<file path="config.mk">
export PLATFORM = sky130hd
export DESIGN_NAME = full_layer_neighbor_gen_top
export DESIGN_NICKNAME = d
export VERILOG_FILES = /design/src/hdl/fng_pkg.sv /design/src/hdl/fng_front.sv /design/src/hdl/fng_queue.sv /design/src/hdl/fng_back.sv /design/src/hdl/full_layer_neighbor_gen_top.sv
export VERILOG_INCLUDE_DIRS = /design/src /design/src/hdl
export SDC_FILE = /design/constraint.sdc
export NUM_CORES = 1
export LEC_CHECK = 0
export ABC_AREA = 1
export BUFFER_PORTS_ARGS = -buffer_cell sky130_fd_sc_hd__buf_4
export CAP_MARGIN = 20
export CORE_MARGIN = 4
export CORE_UTILIZATION = 23
export DETAILED_ROUTE_END_ITERATION = 7
export SYNTH_ARGS = -nofsm -noshare
export SYNTH_HDL_FRONTEND = slang
export SYNTH_SLANG_ARGS = --single-unit
export TNS_END_PERCENT = 1
</file>
<file path="constraint.sdc">
create_clock -name clk -period 6.5 [get_ports clk]
set_clock_uncertainty 0.2 [all_clocks]
set_input_delay 1.3 -clock clk [delete_from_list [all_inputs] [get_ports clk]]
set_output_delay 1.3 -clock clk [all_outputs]
set_load 0.05 [all_outputs]
</file>
<file path="src/hdl/full_layer_neighbor_gen_top_macros.svh">
// Assertion macros for the full-layer neighbour generator.
// Used by full_layer_neighbor_gen_top; expects clk and rst in scope.
`ifndef FULL_LAYER_NEIGHBOR_GEN_TOP_MACROS_SVH
`define FULL_LAYER_NEIGHBOR_GEN_TOP_MACROS_SVH

// same-cycle implication
`define FNG_ASSERT_NOW(label, ante, cons, msg) \
  label: assert property (@(posedge clk) disable iff (rst) (ante) |-> (cons)) \
    else $error(msg);

// next-cycle implication
`define FNG_ASSERT_NEXT(label, ante, cons, msg) \
  label: assert property (@(posedge clk) disable iff (rst) (ante) |=> (cons)) \
    else $error(msg);

`endif

</file>
<file path="src/hdl/fng_pkg.sv">
// Shared types, constants and functions of the full-layer neighbour generator.
// No dependencies.
`default_nettype none

package fng_pkg;

  localparam int MAX_DEPTH = 9;
  localparam int DEPTH_W   = 4;
  localparam int BATCH_W   = 6;
  localparam int GROUP_W   = 24;
  localparam int COORD_W   = MAX_DEPTH;
  localparam int KEY_W     = 3 * MAX_DEPTH;
  localparam int IDX_W     = 33;
  localparam int SLOT_W    = 6;
  localparam int SHIFT_W   = 5;

  localparam logic [DEPTH_W-1:0] DEPTH_RESET = DEPTH_W'(1);
  localparam logic [SLOT_W-1:0]  SLOT_LAST   = '1;

  typedef struct packed {
    logic [DEPTH_W-1:0] depth;
    logic [COORD_W-1:0] x0;
    logic [COORD_W-1:0] y0;
    logic [COORD_W-1:0] z0;
    logic [IDX_W-1:0]   base;
  } item_t;

  function automatic logic [DEPTH_W-1:0] clamp_depth(input logic [DEPTH_W-1:0] d);
    logic [DEPTH_W-1:0] r;
    r = d;
    if (d == '0) r = DEPTH_W'(1);
    if (d > DEPTH_W'(MAX_DEPTH)) r = DEPTH_W'(MAX_DEPTH);
    return r;
  endfunction

  function automatic logic [KEY_W-1:0] morton3(input logic [COORD_W-1:0] x,
                                               input logic [COORD_W-1:0] y,
                                               input logic [COORD_W-1:0] z);
    logic [KEY_W-1:0] key;
    key = '0;
    for (int k = 0; k < COORD_W; k++) begin
      key[3*k+2] = x[k];
      key[3*k+1] = y[k];
      key[3*k]   = z[k];
    end
    return key;
  endfunction

endpackage

`default_nettype wire

</file>
<file path="src/hdl/fng_front.sv">
// Front end: accepts groups, decodes the Morton corner and batch base.
// Depends on fng_pkg.
`default_nettype none

module fng_front (
  input  wire logic                         in_valid,
  output logic                              in_ready,
  input  wire logic [fng_pkg::BATCH_W-1:0]  batch_index,
  input  wire logic [fng_pkg::GROUP_W-1:0]  group_index,
  input  wire logic [fng_pkg::DEPTH_W-1:0]  tree_depth,
  input  wire logic                         q_full,
  output logic                              push,
  output fng_pkg::item_t                    push_item
);

  logic [fng_pkg::DEPTH_W-1:0] depth;
  logic [fng_pkg::SHIFT_W-1:0] shift;

  always_comb begin
    depth = fng_pkg::clamp_depth(tree_depth);
    shift = fng_pkg::SHIFT_W'(depth) * fng_pkg::SHIFT_W'(3);
    push_item.depth = depth;
    push_item.x0 = '0;
    push_item.y0 = '0;
    push_item.z0 = '0;
    for (int k = 0; k < fng_pkg::MAX_DEPTH - 1; k++) begin
      if (fng_pkg::DEPTH_W'(k + 1) < depth) begin
        push_item.x0[k+1] = group_index[3*k+2];
        push_item.y0[k+1] = group_index[3*k+1];
        push_item.z0[k+1] = group_index[3*k];
      end
    end
    push_item.base = fng_pkg::IDX_W'(batch_index) << shift;
  end

  assign in_ready = !q_full;
  assign push     = in_valid && !q_full;

endmodule

`default_nettype wire

</file>
<file path="src/hdl/fng_queue.sv">
// Two-entry queue of decoded groups between front and back end.
// Depends on fng_pkg.
`default_nettype none

module fng_queue (
  input  wire logic      clk,
  input  wire logic      rst,
  input  wire logic      push,
  input  wire fng_pkg::item_t push_item,
  output logic           full,
  input  wire logic      pop,
  output logic           not_empty,
  output fng_pkg::item_t pop_item,
  output logic [1:0]     count
);

  fng_pkg::item_t mem [2];
  logic wr_ptr;
  logic rd_ptr;

  always_ff @(posedge clk) begin
    if (rst) begin
      wr_ptr <= 1'b0;
      rd_ptr <= 1'b0;
      count  <= 2'd0;
    end else begin
      if (push) wr_ptr <= !wr_ptr;
      if (pop)  rd_ptr <= !rd_ptr;
      count <= count + 2'(push) - 2'(pop);
    end
    if (push) mem[wr_ptr] <= push_item;
  end

  assign full      = (count == 2'd2);
  assign not_empty = (count != 2'd0);
  assign pop_item  = mem[rd_ptr];

endmodule

`default_nettype wire

</file>
<file path="src/hdl/fng_back.sv">
// Back end: walks the 64 neighbour slots of a group into the output register.
// Depends on fng_pkg.
`default_nettype none

module fng_back (
  input  wire logic                        clk,
  input  wire logic                        rst,
  input  wire logic                        q_not_empty,
  input  wire fng_pkg::item_t              q_item,
  output logic                             pop,
  output logic                             out_valid,
  input  wire logic                        out_ready,
  output logic [fng_pkg::SLOT_W-1:0]       slot,
  output logic                             present,
  output logic [fng_pkg::IDX_W-1:0]        neighbor_index,
  output logic                             last
);

  localparam int SW = fng_pkg::COORD_W + 2;

  fng_pkg::item_t               cur;
  logic                         cur_valid;
  logic [fng_pkg::SLOT_W-1:0]   cnt;
  logic                         advance;
  logic                         emit;
  logic                         done;
  logic signed [SW-1:0]         xi;
  logic signed [SW-1:0]         yi;
  logic signed [SW-1:0]         zi;
  logic [SW-2:0]                side;
  logic                         in_grid;
  logic [fng_pkg::IDX_W-1:0]    key_next;

  always_comb begin
    advance = !out_valid || out_ready;
    emit    = advance && cur_valid;
    done    = emit && (cnt == fng_pkg::SLOT_LAST);
    pop     = q_not_empty && (!cur_valid || done);
    side    = (SW-1)'(1) << cur.depth;
    xi = $signed({2'b00, cur.x0}) + $signed(SW'(cnt[5:4])) - SW'(1);
    yi = $signed({2'b00, cur.y0}) + $signed(SW'(cnt[3:2])) - SW'(1);
    zi = $signed({2'b00, cur.z0}) + $signed(SW'(cnt[1:0])) - SW'(1);
    in_grid = !xi[SW-1] && !yi[SW-1] && !zi[SW-1] &&
              (xi[SW-2:0] < side) && (yi[SW-2:0] < side) && (zi[SW-2:0] < side);
    key_next = fng_pkg::IDX_W'(fng_pkg::morton3(xi[fng_pkg::COORD_W-1:0],
                                                yi[fng_pkg::COORD_W-1:0],
                                                zi[fng_pkg::COORD_W-1:0])) + cur.base;
  end

  always_ff @(posedge clk) begin
    if (rst) begin
      cur_valid <= 1'b0;
      cnt       <= '0;
      out_valid <= 1'b0;
    end else begin
      if (pop) begin
        cur_valid <= 1'b1;
        cnt       <= '0;
      end else if (done) begin
        cur_valid <= 1'b0;
      end else if (emit) begin
        cnt <= cnt + fng_pkg::SLOT_W'(1);
      end
      if (advance) out_valid <= cur_valid;
    end
    if (pop) cur <= q_item;
    if (emit) begin
      slot           <= cnt;
      present        <= in_grid;
      neighbor_index <= in_grid ? key_next : '0;
      last           <= (cnt == fng_pkg::SLOT_LAST);
    end
  end

endmodule

`default_nettype wire

</file>
<file path="src/hdl/full_layer_neighbor_gen_top.sv">
// Usage of full_layer_neighbor_gen_top
// Input channel (in_valid/in_ready, batch_index, group_index) takes one
// sibling group of a full octree layer per transfer. Each group yields 64
// result transfers on the output channel (out_valid/out_ready, slot,
// present, neighbor_index, last), slots 0..63 in order, last on slot 63.
// Configuration channel (cfg_valid/cfg_ready, cfg_data) writes the layer
// depth; cfg_ready is always high. Write it only while the block is idle.
// The first result of a group passes the queue, the back end's group
// register and the output register. Throughput: one result per cycle
// while out_ready does not stall the output, set by the slot counter of
// the back end; groups follow each other with no gap. A two-entry queue
// holds decoded groups, so input keeps being taken while results are
// stalled until it fills. With out_valid high and out_ready low, the
// output register holds and the slot walk halts. Synchronous reset
// empties the queue, drops any group in progress and sets depth to one.
// Depends on fng_pkg, fng_front, fng_queue, fng_back and the macro header.
`default_nettype none
`include "full_layer_neighbor_gen_top_macros.svh"

module full_layer_neighbor_gen_top (
  input  wire logic                        clk,
  input  wire logic                        rst,
  input  wire logic                        cfg_valid,
  output logic                             cfg_ready,
  input  wire logic [fng_pkg::DEPTH_W-1:0] cfg_data,
  input  wire logic                        in_valid,
  output logic                             in_ready,
  input  wire logic [fng_pkg::BATCH_W-1:0] batch_index,
  input  wire logic [fng_pkg::GROUP_W-1:0] group_index,
  output logic                             out_valid,
  input  wire logic                        out_ready,
  output logic [fng_pkg::SLOT_W-1:0]       slot,
  output logic                             present,
  output logic [fng_pkg::IDX_W-1:0]        neighbor_index,
  output logic                             last
);

  logic [fng_pkg::DEPTH_W-1:0] tree_depth;
  logic                        q_full;
  logic                        q_not_empty;
  logic                        push;
  logic                        pop;
  logic [1:0]                  q_count;
  fng_pkg::item_t              push_item;
  fng_pkg::item_t              pop_item;

  assign cfg_ready = 1'b1;

  always_ff @(posedge clk) begin
    if (rst) begin
      tree_depth <= fng_pkg::DEPTH_RESET;
    end else if (cfg_valid) begin
      tree_depth <= cfg_data;
    end
  end

  fng_front u_front (
    .in_valid    (in_valid),
    .in_ready    (in_ready),
    .batch_index (batch_index),
    .group_index (group_index),
    .tree_depth  (tree_depth),
    .q_full      (q_full),
    .push        (push),
    .push_item   (push_item)
  );

  fng_queue u_queue (
    .clk       (clk),
    .rst       (rst),
    .push      (push),
    .push_item (push_item),
    .full      (q_full),
    .pop       (pop),
    .not_empty (q_not_empty),
    .pop_item  (pop_item),
    .count     (q_count)
  );

  fng_back u_back (
    .clk            (clk),
    .rst            (rst),
    .q_not_empty    (q_not_empty),
    .q_item         (pop_item),
    .pop            (pop),
    .out_valid      (out_valid),
    .out_ready      (out_ready),
    .slot           (slot),
    .present        (present),
    .neighbor_index (neighbor_index),
    .last           (last)
  );

  `FNG_ASSERT_NOW(a_absent_zero, out_valid && !present, neighbor_index == '0, "absent slot with nonzero index")
  `FNG_ASSERT_NOW(a_last_slot, out_valid, last == (slot == fng_pkg::SLOT_LAST), "last flag off slot 63")
  `FNG_ASSERT_NEXT(a_slot_walk, out_valid && out_ready && !last, out_valid && (slot == $past(slot) + 6'd1), "slot walk broken")
  `FNG_ASSERT_NOW(a_queue_bound, 1'b1, q_count != 2'd3 && !(push && q_full), "queue overflow")

endmodule

`default_nettype wire
</file>
==> results.md <==
Critical path:
- In this run the worst path has a maximum fanout of 34.
- STA puts the critical path data required time at 6.59 ns.
- The kind of cell adding the most delay to the critical path is simple AND/OR/NAND/NOR gates.
- The kind of critical path is flop to flop.
- On the worst path, the slowest cell contributes a delay of 0.51 ns.
- The startpoint type of the worst setup path is a flop.
- Walking the worst path, the cells encountered are ha_1 > nand2_1 > xor2_1 > nand2_1 > nor2_1 > nand4_1 > xor2_1 > ha_1 > nand2_1 > nor2_1 > nand2_1 > nor2_1 > nand2_1 > nand3_1 > nor2_1 > nand2_1 > inv_1 > nand2_4 > nor2_1.
- Together, buffers and inverters on the worst path number 1.
- Data on the critical path arrives at its endpoint at between 4 and 5 ns.
- By instance count, the cell type seen most on the critical path is sky130_fd_sc_hd__nand2_1.
- On the critical path, the stage with the largest delay is an instance of sky130_fd_sc_hd__dfxtp_1.
- The kind of end point of the critical path is a flop.

Global routing:
- The first-pass GRT wire length is 56.2 mm.
- For this run the aggregate overflow at the end of global routing stands at 0.
- The overall global routing resource usage is between 10% and 20%.
- The pin count of the biggest net entering global routing is 64.
- The via count of the first global-routing pass came to 10.4k.
- The initial antenna violation count was 0.

Floorplanning:
- The floorplan step defined a core boundary enclosing 59,200 µm².
- The number of placed I/O pins is just over 80.
- The die covers 64,100 µm².
- The initial utilization of the core area, before any placement, comes to 23.3%.
- From left edge to right edge, the die measures 253 µm.
- Measured along the y axis, the die boundary spans 253 µm.
- The floorplan has 89 rows.

Power and ir drop:
- The design internal power is around 4.4 mW.
- Summed over all cells, the static leakage comes to 7.44 nW.
- Of the total power, combinational logic draws between 50% and 60%.
- The register share of total power is slightly below 30%.
- The maximum vdd ir drop is 211 µV.
- In this run switching power makes up a little under half of total power.
- The analysis attributes to net switching a power of 3.94 mW.
- Of the total power, the clock network draws 17.7%.
- The design draws 8.38 mW.
- In this run the power density over the cells is 518 nW/µm².

Timing:
- The transition at the pin with the smallest max-transition slack is 0.884 ns.
- After routing, the total negative slack on setup checks comes to 0 ns.
- The relative max-transition margin is 41.1%.
- The fmax is 253 MHz.
- Once routing completed, OpenROAD measured the worst setup slack at around 2.5 ns.
- The post-route fraction of the period consumed by the critical path is 60.8%.
- The count of endpoints failing setup in the final report is 0.
- The routed design could run at a clock period as short as 3.95 ns.
- The final max-slew violation count is 0.
- Setup repair after global routing left no endpoint under its margin.
- The final-report hold violation count is 0.

Layout:
- The count of placed standard cells in the final layout, fillers left out is between 2k and 3k.
- Summing all multi-input logic gate instances after layout gives 5690 µm².
- The footprint of the flip-flops and latches is 7050 µm².
- The post-route netlist has between 10% and 20% of its cells at a drive strength greater than 1.
- The area growth from synthesis to layout is 17.2%.
- The number of antenna diodes in the final layout is 0.
- The net total in the final layout is 1,853.
- Fill cells in the final layout number 6,322.

Min path:
- The worst min-delay path class is flop to flop.

Placement:
- The placed wire-length estimate after detailed placement is 27.4 mm.
- The count of input and output buffers is 81.
- Counting tap cells, the placed design contains a total of between 2k and 2.5k instances.
- The post-placement setup slack is 2.50 ns.
- At the end of routability-driven placement, the weighted congestion stood at 0.897.

Drt:
- The wire length reported by the detailed router is 35.3 mm.
- For this run, design rule violations remaining after detail routing come to 0.
- The number of vias per cell is 4.14.
- For this block, the initial DRC count from the detailed router was 705.
- In this run the remaining antenna-violating nets after routing total 0.
- The routed wire length per instance is 14.0 µm.
- The via total after detailed routing is 10.5k.
- The pre-antenna-repair detailed-routing pass consisted of 5 iterations.

Synth:
- The register area share after synthesis is 51.0%.
- Synthesis produced around 1.6k cells.
- The total number of yosys warnings is 0.
- The cell area that synthesis handed to floorplanning was 13,800 µm².
- The register bit total from synthesis is between 200 and 250.
- Synthesis instantiated 40 different standard cells from the library.
- The net count after synthesis is between 1.5k and 2k.
- The average instance area after synthesis is 8.39 µm².

Run:
- The max-capacitance violation count is 0.

Status:
- The run finished with clean final reports.

Clock tree:
- In this run, post-CTS hold repair placed 0 buffers.
- The CTS clock-pin slew for the worst setup and hold paths is ~0.060 ns.
- The number of gates resized after CTS is 0.
- The later pin in the worst-skew pair is clocked with a latency of 0.56 ns.
- The number of buffers created by CTS is 27.
- The clock passes through at most 3 buffers.
- TritonCTS built the clock tree.
- The clock drives 240 sinks.
- In this run the clock root is driven by a sky130_fd_sc_hd__clkbuf_16.
- The number of buffers inserted to repair setup after CTS is 0.
- The H-tree depth is 1.
per-stage QoR:
stage	hold slack [ns]	util, %	instance area, µm²
floorplan	0.239	-	13800
CTS	0.283	27.3	16200
global route	0.313	27.3	16200
detailed placement	0.272	25.8	15300
finish	0.293	27.3	16200
global placement	0.253	25.8	15300
routing by layer:
metal  up-vias  track usage (%)  share of wire, %
met2       185             18.6                46
met4         0             3.09               2.5
li1       5392                -                 -
met1      4838             14.4                46
met5         -                0                 0
met3        49             2.05               5.1
layout by cell type, fill, tap and decap left out, types with 15 or more instances in the layout:
| cell | Yosys | final |
|---|---|---|
| sky130_fd_sc_hd__nand2_1 | 607 | 607 |
| sky130_fd_sc_hd__inv_1 | 247 | 246 |
| sky130_fd_sc_hd__edfxtp_1 | 224 | 224 |
| sky130_fd_sc_hd__nor2_1 | 152 | 149 |
| sky130_fd_sc_hd__buf_4 | 1 | 86 |
| sky130_fd_sc_hd__nand3_1 | 81 | 81 |
| sky130_fd_sc_hd__ha_1 | 75 | 75 |
| sky130_fd_sc_hd__a21oi_1 | 39 | 39 |
| sky130_fd_sc_hd__xor2_1 | 35 | 35 |
| sky130_fd_sc_hd__clkbuf_16 | 0 | 27 |
| sky130_fd_sc_hd__nor2_2 | 18 | 18 |
| sky130_fd_sc_hd__o21ai_0 | 17 | 17 |
| sky130_fd_sc_hd__xnor2_1 | 15 | 15 |
| sky130_fd_sc_hd__dfxtp_1 | 16 | 15 |
flip-flops by register name, indices dropped and copies added (netlist names):
| signal | flops |
|---|---|
| u_back.slot | 6 |
| u_queue.wr_ptr | 1 |
| u_queue.rd_ptr | 1 |
| u_back.out_valid | 1 |
| u_back.last | 1 |
| tree_depth | 4 |
| u_back.cur | 61 |
| u_queue.mem | 122 |
| u_back.cur_valid | 1 |
| u_back.cnt | 6 |
| u_queue.count | 2 |
| u_back.neighbor_index | 33 |
| u_back.present | 1 |
final cells by class:
cell class / instances / area share [%]
sequential: 240 / 43.5
multi-input combinational: 1126 / 35.1
inverter: 255 / 5.91
clock inverter: 17 / 1.07
clock buffer: 30 / 4.24
timing repair buffer: 87 / 4.11
tap: 773 / 5.98
cells in the mapped netlist:
cell type | n | area share, %
sky130_fd_sc_hd__inv_1 | 247 | 6.7
sky130_fd_sc_hd__a21boi_0 | 3 | 0.16
sky130_fd_sc_hd__nand3_2 | 7 | 0.51
sky130_fd_sc_hd__clkbuf_1 | 16 | 0.43
sky130_fd_sc_hd__buf_8 | 2 | 0.22
sky130_fd_sc_hd__and3_1 | 1 | 0.045
sky130_fd_sc_hd__nand3_1 | 81 | 2.9
sky130_fd_sc_hd__buf_2 | 5 | 0.18
sky130_fd_sc_hd__dfxtp_1 | 16 | 2.3
sky130_fd_sc_hd__xor2_1 | 35 | 2.2
sky130_fd_sc_hd__nor2_2 | 18 | 0.82
sky130_fd_sc_hd__xor2_2 | 1 | 0.12
sky130_fd_sc_hd__nor2_8 | 1 | 0.14
sky130_fd_sc_hd__nand4_1 | 13 | 0.59
sky130_fd_sc_hd__fa_1 | 2 | 0.29
sky130_fd_sc_hd__buf_6 | 2 | 0.16
sky130_fd_sc_hd__o21ai_1 | 4 | 0.14
sky130_fd_sc_hd__nor3b_1 | 3 | 0.16
sky130_fd_sc_hd__xnor2_1 | 15 | 0.95
sky130_fd_sc_hd__nand2_2 | 11 | 0.50
sky130_fd_sc_hd__edfxtp_1 | 224 | 49
sky130_fd_sc_hd__o21bai_1 | 3 | 0.16
sky130_fd_sc_hd__nand3b_1 | 6 | 0.33
sky130_fd_sc_hd__nand2_4 | 1 | 0.082
sky130_fd_sc_hd__nor3_1 | 13 | 0.47
sky130_fd_sc_hd__nor4_1 | 1 | 0.045
sky130_fd_sc_hd__nor2_4 | 1 | 0.082
sky130_fd_sc_hd__o311ai_0 | 1 | 0.063
sky130_fd_sc_hd__o21ai_0 | 17 | 0.62
sky130_fd_sc_hd__nor3_2 | 1 | 0.072
sky130_fd_sc_hd__buf_4 | 1 | 0.054
sky130_fd_sc_hd__ha_1 | 75 | 6.8
sky130_fd_sc_hd__inv_2 | 8 | 0.22
sky130_fd_sc_hd__and2_1 | 8 | 0.36
sky130_fd_sc_hd__nor2_1 | 152 | 4.1
sky130_fd_sc_hd__nand2_1 | 607 | 16
sky130_fd_sc_hd__a21oi_1 | 39 | 1.4
sky130_fd_sc_hd__conb_1 | 1 | 0.027
sky130_fd_sc_hd__o22ai_1 | 1 | 0.045
sky130_fd_sc_hd__o21ai_2 | 4 | 0.25
final timing paths:
path	endpoint	slack (ns)	cells after the start	start
setup reg to reg	u_back.neighbor_index[26]	2.55	19	u_back.cnt[1]
hold / removal	u_queue.count[1]	0.29	1	u_queue.count[1]
setup / recovery	u_back.neighbor_index[26]	2.55	19	u_back.cnt[1]
hold reg to reg	u_queue.count[1]	0.29	1	u_queue.count[1]
logic make-up (layout without fill, tap and decap cells):
logic type / after synthesis / after routing / share of synthesized area, %
simple gates: 925 / 925 / 27.8
buf+inv: 281 / 389 / 7.98
flops: 240 / 240 / 51.0
fa+ha+maj: 77 / 77 / 7.08
compound gates: 72 / 72 / 2.86
xor+xnor: 51 / 51 / 3.29
other cells: 1 / 1 / 0.0271
power by group through the flow:
stage / sequential, mW / clock (mW) / combinational (mW)
2_1_floorplan: 2.67 / 0 / 2.99
3_3_place_gp: 2.51 / 0 / 4.38
3_5_place_dp: 2.51 / 0 / 4.41
4_1_cts: 2.48 / 1.53 / 4.43
5_1_grt: 2.52 / 1.59 / 5.02
6_report: 2.48 / 1.49 / 4.42
worst register-to-register path, delay by kind of cell, from the launching register on:
| kind | cells | cell delay [ns] |
|---|---|---|
| xor gates and xnor gates | 2 | 0.67 |
| adders and majority gates | 2 | 0.42 |
| buffers and inverters | 1 | 0.06 |
| DFF | 1 | 0.51 |
| and+or+nand+nor | 14 | 1.82 |
Power figures use the tool's default switching activity.
